[src/rtl/core/dimg_pkg.sv]
// shared types, constants and helpers for the depth image to grid map block
package dimg_pkg;

  localparam int MAX_IMAGE_COLS = 1024;
  localparam int MAX_IMAGE_ROWS = 512;
  localparam int GRID_SIDE      = 64;

  localparam int NCELLS  = GRID_SIDE * GRID_SIDE;
  localparam int GRID_W  = $clog2(GRID_SIDE);
  localparam int CELL_W  = $clog2(NCELLS);
  localparam int SLOT_W  = $clog2(NCELLS + 1);
  localparam int PT_RAW  = MAX_IMAGE_COLS * MAX_IMAGE_ROWS;
  localparam int PT_LIMIT = (PT_RAW > 524288) ? 524288 : PT_RAW;

  localparam int OSLOT_W = 20;
  localparam int CNT_W   = 20;
  localparam int COORD_W = 24;
  localparam int DEPTH_W = 16;
  localparam int SUM_W   = 48;
  localparam int DVD_W   = 48;
  localparam int DVS_W   = 20;
  localparam int DIV_CW  = $clog2(DVD_W);

  localparam int CFG_AW  = 5;
  localparam int CFG_DW  = 32;

  localparam logic [2:0] REG_FOCAL = 3'd0;
  localparam logic [2:0] REG_CAM_H = 3'd1;
  localparam logic [2:0] REG_IMG_W = 3'd2;
  localparam logic [2:0] REG_IMG_H = 3'd3;
  localparam logic [2:0] REG_MAP_W = 3'd4;
  localparam logic [2:0] REG_MAP_H = 3'd5;
  localparam logic [2:0] REG_CELL  = 3'd6;

  typedef enum logic [1:0] {
    OP_PIXEL = 2'd0,
    OP_READ  = 2'd1,
    OP_FRAME = 2'd2,
    OP_NOP   = 2'd3
  } op_t;

  typedef enum logic [4:0] {
    ST_BOOT_CLR,
    ST_IDLE,
    ST_FRAME_CLR,
    ST_PIX,
    ST_DIV_H,
    ST_DIV_X,
    ST_CHECK,
    ST_DIV_GX,
    ST_DIV_GY,
    ST_GRID,
    ST_UPD,
    ST_CELL_RD,
    ST_CELL_CHK,
    ST_DIV_AX,
    ST_DIV_AF,
    ST_DIV_AH,
    ST_CELL_OUT
  } state_t;

  typedef enum logic [2:0] {
    DV_H,
    DV_X,
    DV_GX,
    DV_GY,
    DV_AX,
    DV_AF,
    DV_AH
  } div_sel_t;

  typedef enum logic [1:0] {
    OK_NULL,
    OK_PIXEL,
    OK_CELL
  } out_kind_t;

  typedef struct packed {
    logic [11:0] focal;
    logic [11:0] cam_h;
    logic [10:0] img_w;
    logic [9:0]  img_h;
    logic [15:0] map_w;
    logic [15:0] map_h;
    logic [15:0] cell_sz;
  } cfg_t;

  typedef struct packed {
    logic                    vld;
    logic [SLOT_W-1:0]       slot;
    logic [CNT_W-1:0]        cnt;
    logic signed [SUM_W-1:0] sx;
    logic signed [SUM_W-1:0] sf;
    logic signed [SUM_W-1:0] sh;
  } cell_t;

  typedef struct packed {
    logic      accept;
    logic      clr_init;
    logic      clr_step;
    logic      div_go;
    div_sel_t  div_sel;
    logic      div_cap;
    logic      upd;
    logic      out_load;
    out_kind_t out_kind;
  } cmd_t;

  typedef struct packed {
    logic z_zero;
    logic clr_last;
    logic div_done;
    logic pix_in;
    logic grid_ok;
    logic cell_ok;
  } sts_t;

  function automatic logic signed [COORD_W-1:0] sat24(input logic signed [49:0] v);
    logic signed [49:0] hi;
    logic signed [49:0] lo;
    hi = 50'sd8388607;
    lo = -50'sd8388608;
    if (v > hi) begin
      return hi[COORD_W-1:0];
    end else if (v < lo) begin
      return lo[COORD_W-1:0];
    end else begin
      return v[COORD_W-1:0];
    end
  endfunction

endpackage

[src/rtl/core/dimg_ctrl.sv]
// controller state machine sequencing the datapath
module dimg_ctrl
  import dimg_pkg::*;
(
  input  logic       clk,
  input  logic       rst_n,
  input  logic       start,
  input  logic [1:0] in_op,
  input  sts_t       sts,
  output cmd_t       cmd,
  output logic       busy
);

  state_t state_r;
  state_t state_nxt;

  always_ff @(posedge clk) begin
    if (!rst_n) begin
      state_r <= ST_BOOT_CLR;
    end else begin
      state_r <= state_nxt;
    end
  end

  always_comb begin
    state_nxt    = state_r;
    cmd          = '0;
    cmd.div_sel  = DV_H;
    cmd.out_kind = OK_NULL;
    case (state_r)
      ST_BOOT_CLR: begin
        cmd.clr_step = 1'b1;
        if (sts.clr_last) begin
          state_nxt = ST_IDLE;
        end
      end
      ST_IDLE: begin
        if (start) begin
          cmd.accept = 1'b1;
          case (op_t'(in_op))
            OP_PIXEL: state_nxt = ST_PIX;
            OP_READ:  state_nxt = ST_CELL_RD;
            OP_FRAME: begin
              cmd.clr_init = 1'b1;
              state_nxt    = ST_FRAME_CLR;
            end
            default: begin
              cmd.out_load = 1'b1;
            end
          endcase
        end
      end
      ST_FRAME_CLR: begin
        cmd.clr_step = 1'b1;
        if (sts.clr_last) begin
          cmd.out_load = 1'b1;
          state_nxt    = ST_IDLE;
        end
      end
      ST_PIX: begin
        if (sts.z_zero) begin
          cmd.out_load = 1'b1;
          state_nxt    = ST_IDLE;
        end else begin
          cmd.div_go  = 1'b1;
          cmd.div_sel = DV_H;
          state_nxt   = ST_DIV_H;
        end
      end
      ST_DIV_H: begin
        if (sts.div_done) begin
          cmd.div_cap = 1'b1;
          cmd.div_go  = 1'b1;
          cmd.div_sel = DV_X;
          state_nxt   = ST_DIV_X;
        end
      end
      ST_DIV_X: begin
        if (sts.div_done) begin
          cmd.div_cap = 1'b1;
          state_nxt   = ST_CHECK;
        end
      end
      ST_CHECK: begin
        if (!sts.pix_in) begin
          cmd.out_load = 1'b1;
          state_nxt    = ST_IDLE;
        end else begin
          cmd.div_go  = 1'b1;
          cmd.div_sel = DV_GX;
          state_nxt   = ST_DIV_GX;
        end
      end
      ST_DIV_GX: begin
        if (sts.div_done) begin
          cmd.div_cap = 1'b1;
          cmd.div_go  = 1'b1;
          cmd.div_sel = DV_GY;
          state_nxt   = ST_DIV_GY;
        end
      end
      ST_DIV_GY: begin
        if (sts.div_done) begin
          cmd.div_cap = 1'b1;
          state_nxt   = ST_GRID;
        end
      end
      ST_GRID: begin
        if (!sts.grid_ok) begin
          cmd.out_load = 1'b1;
          state_nxt    = ST_IDLE;
        end else begin
          state_nxt = ST_UPD;
        end
      end
      ST_UPD: begin
        cmd.upd      = 1'b1;
        cmd.out_load = 1'b1;
        cmd.out_kind = OK_PIXEL;
        state_nxt    = ST_IDLE;
      end
      ST_CELL_RD: begin
        state_nxt = ST_CELL_CHK;
      end
      ST_CELL_CHK: begin
        if (!sts.cell_ok) begin
          cmd.out_load = 1'b1;
          state_nxt    = ST_IDLE;
        end else begin
          cmd.div_go  = 1'b1;
          cmd.div_sel = DV_AX;
          state_nxt   = ST_DIV_AX;
        end
      end
      ST_DIV_AX: begin
        if (sts.div_done) begin
          cmd.div_cap = 1'b1;
          cmd.div_go  = 1'b1;
          cmd.div_sel = DV_AF;
          state_nxt   = ST_DIV_AF;
        end
      end
      ST_DIV_AF: begin
        if (sts.div_done) begin
          cmd.div_cap = 1'b1;
          cmd.div_go  = 1'b1;
          cmd.div_sel = DV_AH;
          state_nxt   = ST_DIV_AH;
        end
      end
      ST_DIV_AH: begin
        if (sts.div_done) begin
          cmd.div_cap = 1'b1;
          state_nxt   = ST_CELL_OUT;
        end
      end
      ST_CELL_OUT: begin
        cmd.out_load = 1'b1;
        cmd.out_kind = OK_CELL;
        state_nxt    = ST_IDLE;
      end
      default: begin
        state_nxt = ST_IDLE;
      end
    endcase
  end

  assign busy = (state_r != ST_IDLE);

endmodule

[config.mk]
export PLATFORM = sky130hd
export DESIGN_NAME = dimg_ctrl
export DESIGN_NICKNAME = d
export VERILOG_FILES = /design/src/rtl/core/dimg_pkg.sv /design/src/rtl/core/dimg_ctrl.sv
export SDC_FILE = /design/constraint.sdc
export NUM_CORES = 1
export LEC_CHECK = 0
export BUFFER_PORTS_ARGS = -buffer_cell sky130_fd_sc_hd__buf_2
export CAP_MARGIN = 5
export CORE_AREA = 5 5 46 48
export DETAILED_ROUTE_END_ITERATION = 8
export DIE_AREA = 0 0 51 53
export HOLD_SLACK_MARGIN = 0.1
export PLACE_DENSITY = 0.83
export SETUP_SLACK_MARGIN = 0.05
export SLEW_MARGIN = 20
export SYNTH_ARGS = -nofsm -noshare
export SYNTH_HDL_FRONTEND = slang
export SYNTH_SLANG_ARGS = --single-unit
[constraint.sdc]
create_clock -name clk -period 1.9 [get_ports clk]
set_input_delay 0.38 -clock clk [delete_from_list [all_inputs] [get_ports clk]]
set_output_delay 0.38 -clock clk [all_outputs]
set_load 0.005 [all_outputs]
Word-level counts from Yosys, hierarchy flattened --
Index checks and enable logic that the tools add are counted.
Cells by class: eq/ne operators 29, multiplexer cells 39, reductions and logical operators 7
Operators by type and width (number):
- case mux 5 bit (14 select lines) | 1
- 2-to-1 mux 5 bit | 13
- equality test 5 x 4 -> 1 bit, second input constant | 8
- case mux 4 bit (7 select lines) | 1
- equality test 5 x 3 -> 1 bit, second input constant | 4
- 2-to-1 mux 4 bit | 5
- inequality test 2 bit, second input constant | 8
- case mux 5 bit (3 select lines) | 1
- 2-to-1 mux 1 bit | 11
- equality test 5 x 2 -> 1 bit, second input constant | 2
- AND reduction 10 bit | 1
- case mux 1 bit (7 select lines) | 1
- 2-to-1 mux 3 bit | 2
- OR reduction 3 bit | 2
- equality test 5 x 1 -> 1 bit, second input constant | 1
- equality test 5 bit, second input constant | 1
- zero test 5 bit | 1
- inequality test 5 x 1 -> 1 bit, second input constant | 1
- case mux 1 bit (5 select lines) | 1
- 2-to-1 mux 2 bit | 2
- inequality test 4 x 1 -> 1 bit, second input constant | 1
- case mux 2 bit (2 select lines) | 1
- OR reduction 2 bit | 2
- equality test 2 x 1 -> 1 bit, second input constant | 1
- other kinds (3) | 3
Storage, ports and cells: register bits after elaboration 5, bits of input ports 11, output and inout bits 13, logic and storage cells 76

Logic depth before layout (Yosys ltp) --
Gate-level depths: netlist of the first run.
depth after elaboration 5, gate-level depth with buffers 7, depth with buffers taken out 7

Worst setup path before layout of the first run --
Ideal clock, no wire load.
path kind flip-flop to output port, from reg state_r[1], to out cmd[2] (netlist bit), data arrival time 1.207 ns, data required time 1.520 ns, slack 0.313 ns, stages on the path, launching flop included 6, path buffers 2, cell sequence dfxtp_1 -> buf_2 -> buf_2 -> a32oi_1 -> o32a_1 -> o211ai_1
RTL lines:
- from (decl) | line dimg_ctrl.sv:14 | state_t state_r;
- from (signal assigned) | line dimg_ctrl.sv:21 | state_r <= state_nxt;
- to (decl) | line dimg_ctrl.sv:10 | output cmd_t cmd,

==> qor.yml, run 1 <==
status: "complete, but fails checks"
violations: "negative setup slack"
via_count: 1054
clk_pin_slew_ns: 0.04
ir_drop_mv: 0.795
post-route-util_pct: 70.9
die-area_um2: 2700
hp-start: "rst_n"
cts_buffers: 3
yosysSeqAreaShare_pct: 12.6
fin_crit_ns: 1.93
endpoint_kind: "primary output"
wl_um: 3010
top_register: "state_r"
max_freq_mhz: 517
final-max-slew-violation-count: 0
cts_tree: "built"
crit_start: "state_r[2]"
tightestPinTransition_ns: 0.274
setup-violations-final: 1
hold_viol: 0
num_rows: 15
num_antenna_cells: 0
skew_ns: 0.000303
power_density_nw_per_um2: 1750
timing_worst_setup_path_type: "flip-flop to primary output"
grtUsageTotal_pct: 21.5
num_io_pins: 24
yosysTopAreaCell: "dfxtp_1"
cts_hold_buf: 0
start_kind: "flip-flop"
grt_pass1_wl_um: 4420
slew_headroom_pct: 81.6
tns_ns: -0.0349
crit_path_max_fanout: 6
dpl.hpwl_um: 1860
yosysWarnings: 0
port_buffers: 23
final_antenna_net_count: 0
htree_levels: 1
fp.dieH_um: 53
drc_errors: 0
critPathRequiredTime_ns: 1.52
routabilityCongestion: 0.886
dr.pass1.iters: 4
clk_path_buf_depth: 2
r2r_start: "state_r[2]"
overflow: 0
cts_sinks: 5
grt_max_degree: 12
antenna_found_initial: 0
yosysTopAreaCellShare_pct: 12.6
reg_top3: "state_r x5"
start_util_pct: 47.7
power_mw: 2.07
nets: 167
synth.distinct_cells: 40
layout-drive-gt1-share_pct: 48.3
vias_per_cell: 6.27
clk_latency_ns: 0.24
syn_avg_cell_area_um2: 7.31
synthArstFlopShare_pct: 0
grt_pass1_vias: 1025
ys_ff_latch: 5
fin_crit_sh_pct: 102
areaGrowthSynthToFinish_pct: 48.7
cts_root_buf: "clkbuf_4"
cap_violations: 0
routedWlPerCell_um: 17.9
netlist_instances: 109
mappedNetlistNets: 124
largest_reg_flops: 5
p_leak_nw: 0.581
hp-class: "input port to flip-flop"
synth.area.top_cells: "dfxtp_1 13%, ha_1 6.3%, nor2_1 6.1%"
rsz0062_at_grt: "true"
critPathArrivalTime_ns: 1.55
synth_area_um2: 797
preCtsSetupSlack_ns: 0.0518
die_w_um: 51
coreArea_um2: 1670
drtIter0Drc: 56
synth-edff-count: 0
setup_slack_ns: -0.0349
synthFlopType: "dfxtp_1"
fillerInstances: 108
==> cell usage in the layout (no fill, tap or decap), types with 5 or more instances in the layout <==
master   instances
nor2_1          11
buf_2           23
a21oi_1          7
nor3_1           5
nand2_1          7
buf_4           19
o21ai_0          5
inv_1            8
dfxtp_4          5
==> cell usage after synthesis, drive strengths merged (3+ instances only) <==
cell type / number
mux2i: 3
and3: 3
ha: 4
buf: 9
and2: 3
o21ai: 5
nor2: 14
nand2: 7
dfxtp: 5
nand2b: 5
inv: 9
nor3: 6
nor3b: 3
a21oi: 7
==> metal layers <==
layer	global-route usage [%]	up-vias	part of all wire, %
li1	-	474	-
met1	21.8	471	34
met4	8.97	0	5.7
met5	0	-	0
met3	7.04	29	11
met2	40.1	80	49
==> stage by stage <==
step	hold WS, ns	area, µm²	instances
floorplan	0.522	797	109
global placement	0.573	940	150
detailed placement	0.584	940	150
CTS	0.381	1130	164
global route	0.382	1180	168
finish	0.381	1180	168
==> layout make-up <==
cell class | count | area [µm²] | share of cell area, %
Clock buffer | 4 | 26.3 | 2.22
Inverter | 9 | 33.8 | 2.85
Multi-Input combinational cell | 86 | 654 | 55.2
Sequential cell | 5 | 119 | 10.0
Tap cell | 17 | 21.3 | 1.80
Timing Repair Buffer | 47 | 330 | 27.9
==> final timing paths <==
check                     to  slack (ns)  depth (start not counted)
hold / removal    state_r[3]        0.38                          2
setup / recovery      cmd[2]       -0.03                          6
hold reg to reg   state_r[2]        0.58                          2
setup reg to reg  state_r[2]        0.16                          8
==> worst max-delay path: stages (launching register included) <==
cell	delay, ns
dfxtp_4	0.36
buf_8	0.14
nor4_4	0.30
and3_4	0.24
nand2_1	0.05
o211ai_1	0.08
buf_2	0.14
==> power breakdown <==
part           leakage, nW  internal (mW)  total [mW]  switching, mW
Sequential          0.0445          0.176       0.292          0.116
Combinational        0.522          0.850        1.66          0.808
Clock               0.0150         0.0796       0.125         0.0459
==> cells by family after synthesis <==
logic type      count (synthesis)  share of synthesized area [%]
buf+inv                        18                           12.9
simple gates                   48                           34.7
flops                           5                           12.6
xor+xnor                        1                           1.10
fa+ha+maj                       4                           6.28
mux                             3                           3.77
compound gates                 30                           28.7
==> timing repair <==
action                                 CTS  global route
gates resized for setup                 21             7
endpoints found under the hold margin    0             0
setup buffers                           10             4
setup endpoints to repair                9             7
gates cloned                             0             0
pin swaps                                4             1
No activity file was read; power rests on OpenSTA's default activity.
==> run 2: changes to the inputs <==
- GPL_TIMING_DRIVEN: not set -> 0
==> qor.yml, run 2 (same netlist as run 1, synthesis figures left out) <==
setup_slack_ns: -0.0642  # -0.0292 ns
grt_max_degree: 11  # -1
fillerInstances: 110  # +1.9%
rsz0062_at_grt: "true"
via_count: 1087  # +3.1%
tightestPinTransition_ns: 0.363  # +0.0897 ns
nets: 171  # +2.4%
vias_per_cell: 6.32  # +0.73%
hold_depth: 2  # unchanged
crit_path_max_fanout: 7  # +1
grtUsageTotal_pct: 26.0  # +4.5 points
grt_pass1_vias: 1121  # +9.4%
p_leak_nw: 0.607  # +4.5%
status: "complete, but fails checks"
endpoint_kind: "primary output"
ir_drop_mv: 0.777  # -2.3%
coreArea_um2: 1670  # unchanged
routabilityCongestion: 0.895  # +1.0%
wl_um: 3210  # +6.8%
critPathRequiredTime_ns: 1.52  # about the same
largest_reg_flops: 5  # unchanged
setup-violations-final: 3  # +2
dr.pass1.iters: 5  # +1
max_freq_mhz: 509  # -1.5%
fp.dieH_um: 53  # unchanged
clk_path_buf_depth: 2  # unchanged
skew_ns: 0.00287  # +0.00257 ns
antenna_found_initial: 0  # unchanged
num_rows: 15  # unchanged
timing_worst_setup_path_type: "flip-flop to primary output"
r2r_slack_ns: 0.16  # about the same
drc_errors: 0  # unchanged
cts_root_buf: "clkbuf_4"
fin_crit_ns: 1.96  # +0.0292 ns
top_register: "state_r"
crit_start: "state_r[2]"
cap_violations: 0  # unchanged
violations: "negative setup slack"
slew_headroom_pct: 75.7  # -5.9 points
clk_latency_ns: 0.27  # +0.03 ns
final_cell_mix: "23 x buf_2, 17 x buf_4, 11 x nor2_1"
whs_ns: 0.374  # -0.00767 ns
layout-drive-gt1-share_pct: 51.0  # +2.6 points
drtIter0Drc: 59  # +5.4%
cpMaxStageDelayCell: "dfxtp_2"
hold_viol: 0  # unchanged
hp-class: "input port to flip-flop"
crit_path_max_incr_delay_ns: 0.35  # about the same
grt_pass1_wl_um: 5140  # +16%
final-max-slew-violation-count: 0  # unchanged
cts_buffers: 3  # unchanged
die_w_um: 51  # unchanged
start_util_pct: 47.7  # unchanged
r2r_start: "state_r[3]"
critPathArrivalTime_ns: 1.58  # +0.03 ns
power_density_nw_per_um2: 1780  # +1.8%
cts_tree: "built"
preCtsSetupSlack_ns: 0.0472  # -0.00457 ns
reg_top3: "state_r x5"
reg2reg_depth: 7  # -1
areaGrowthSynthToFinish_pct: 57.5
htree_levels: 1  # unchanged
final_antenna_net_count: 0  # unchanged
power_mw: 2.24  # +7.8%
routedWlPerCell_um: 18.7  # +4.3%
die-area_um2: 2700  # unchanged
num_antenna_cells: 0  # unchanged
start_kind: "flip-flop"
crit_path_cell_trace: "buf_6, nand2b_4, nor2_4, a22oi_2, o22ai_1, a21o_1, buf_2"
cts_sinks: 5  # unchanged
post-route-util_pct: 75.1  # +4.2 points
final_common_cell: "buf_2"
clk_pin_slew_ns: 0.05  # about the same
overflow: 0  # unchanged
dpl.hpwl_um: 1760  # -5.1%
num_io_pins: 24  # unchanged
fin_crit_sh_pct: 103  # +1.5 points
port_buffers: 23  # unchanged
hp-start: "rst_n"
-- run 2: worst paths after layout --
path	end
setup / recovery	cmd[8]
setup reg to reg	state_r[0]
hold / removal	state_r[3]
hold reg to reg	state_r[3]
-- run 2: power by group --
part	switching [mW]	leakage [nW]	total, mW	internal [mW]
Clock	0.0614	0.0150	0.142	0.0805
Sequential	0.0510	0.0436	0.218	0.167
Combinational	0.945	0.549	1.88	0.932
-- run 2: layer usage --
metal / vias up / GRT usage, % / routed length, µm
met5: - / 0 / 0
met4: 0 / 26.5 / 208
met3: 25 / 5.63 / 296
met2: 76 / 42.1 / 1610
met1: 504 / 27.2 / 1100
li1: 482 / - / -
-- run 2: cell type report --
| class | count | area (µm²) | share of cell area, % |
|---|---|---|---|
| multi-input cells | 86 | 692 | 55.1 |
| repair buffers | 42 | 262 | 20.8 |
| flip-flops and latches | 5 | 111 | 8.87 |
| plain buffers | 9 | 109 | 8.67 |
| inverters | 9 | 33.8 | 2.69 |
| clock buffers | 4 | 26.3 | 2.09 |
| well taps | 17 | 21.3 | 1.69 |
-- run 2: critical path: cells and delay by family, from the launching register on --
| kind | cells | cell delay, ns |
|---|---|---|
| AND/OR/NAND/NOR | 2 | 0.22 |
| buffers and inverters | 2 | 0.28 |
| AO/OA/AOI/OAI | 3 | 0.47 |
| flip-flops | 1 | 0.35 |
-- run 2: timing repair --
item | 4_1_cts | 5_1_grt
gates cloned | 0 | 0
buffers inserted | 17 | 2
pin swaps | 4 | 6
endpoints found under the setup margin | 7 | 10
hold buffers | 0 | 0
gates resized for setup | 24 | 16
-- run 2: metrics by stage --
step,cells,TNS (ns),area [µm²]
6_report,172,-0.160,1250
5_1_grt,172,-0.323,1250
4_1_cts,170,-0.00752,1170
3_5_place_dp,149,0,933
3_3_place_gp,149,0,933
2_1_floorplan,109,0,797
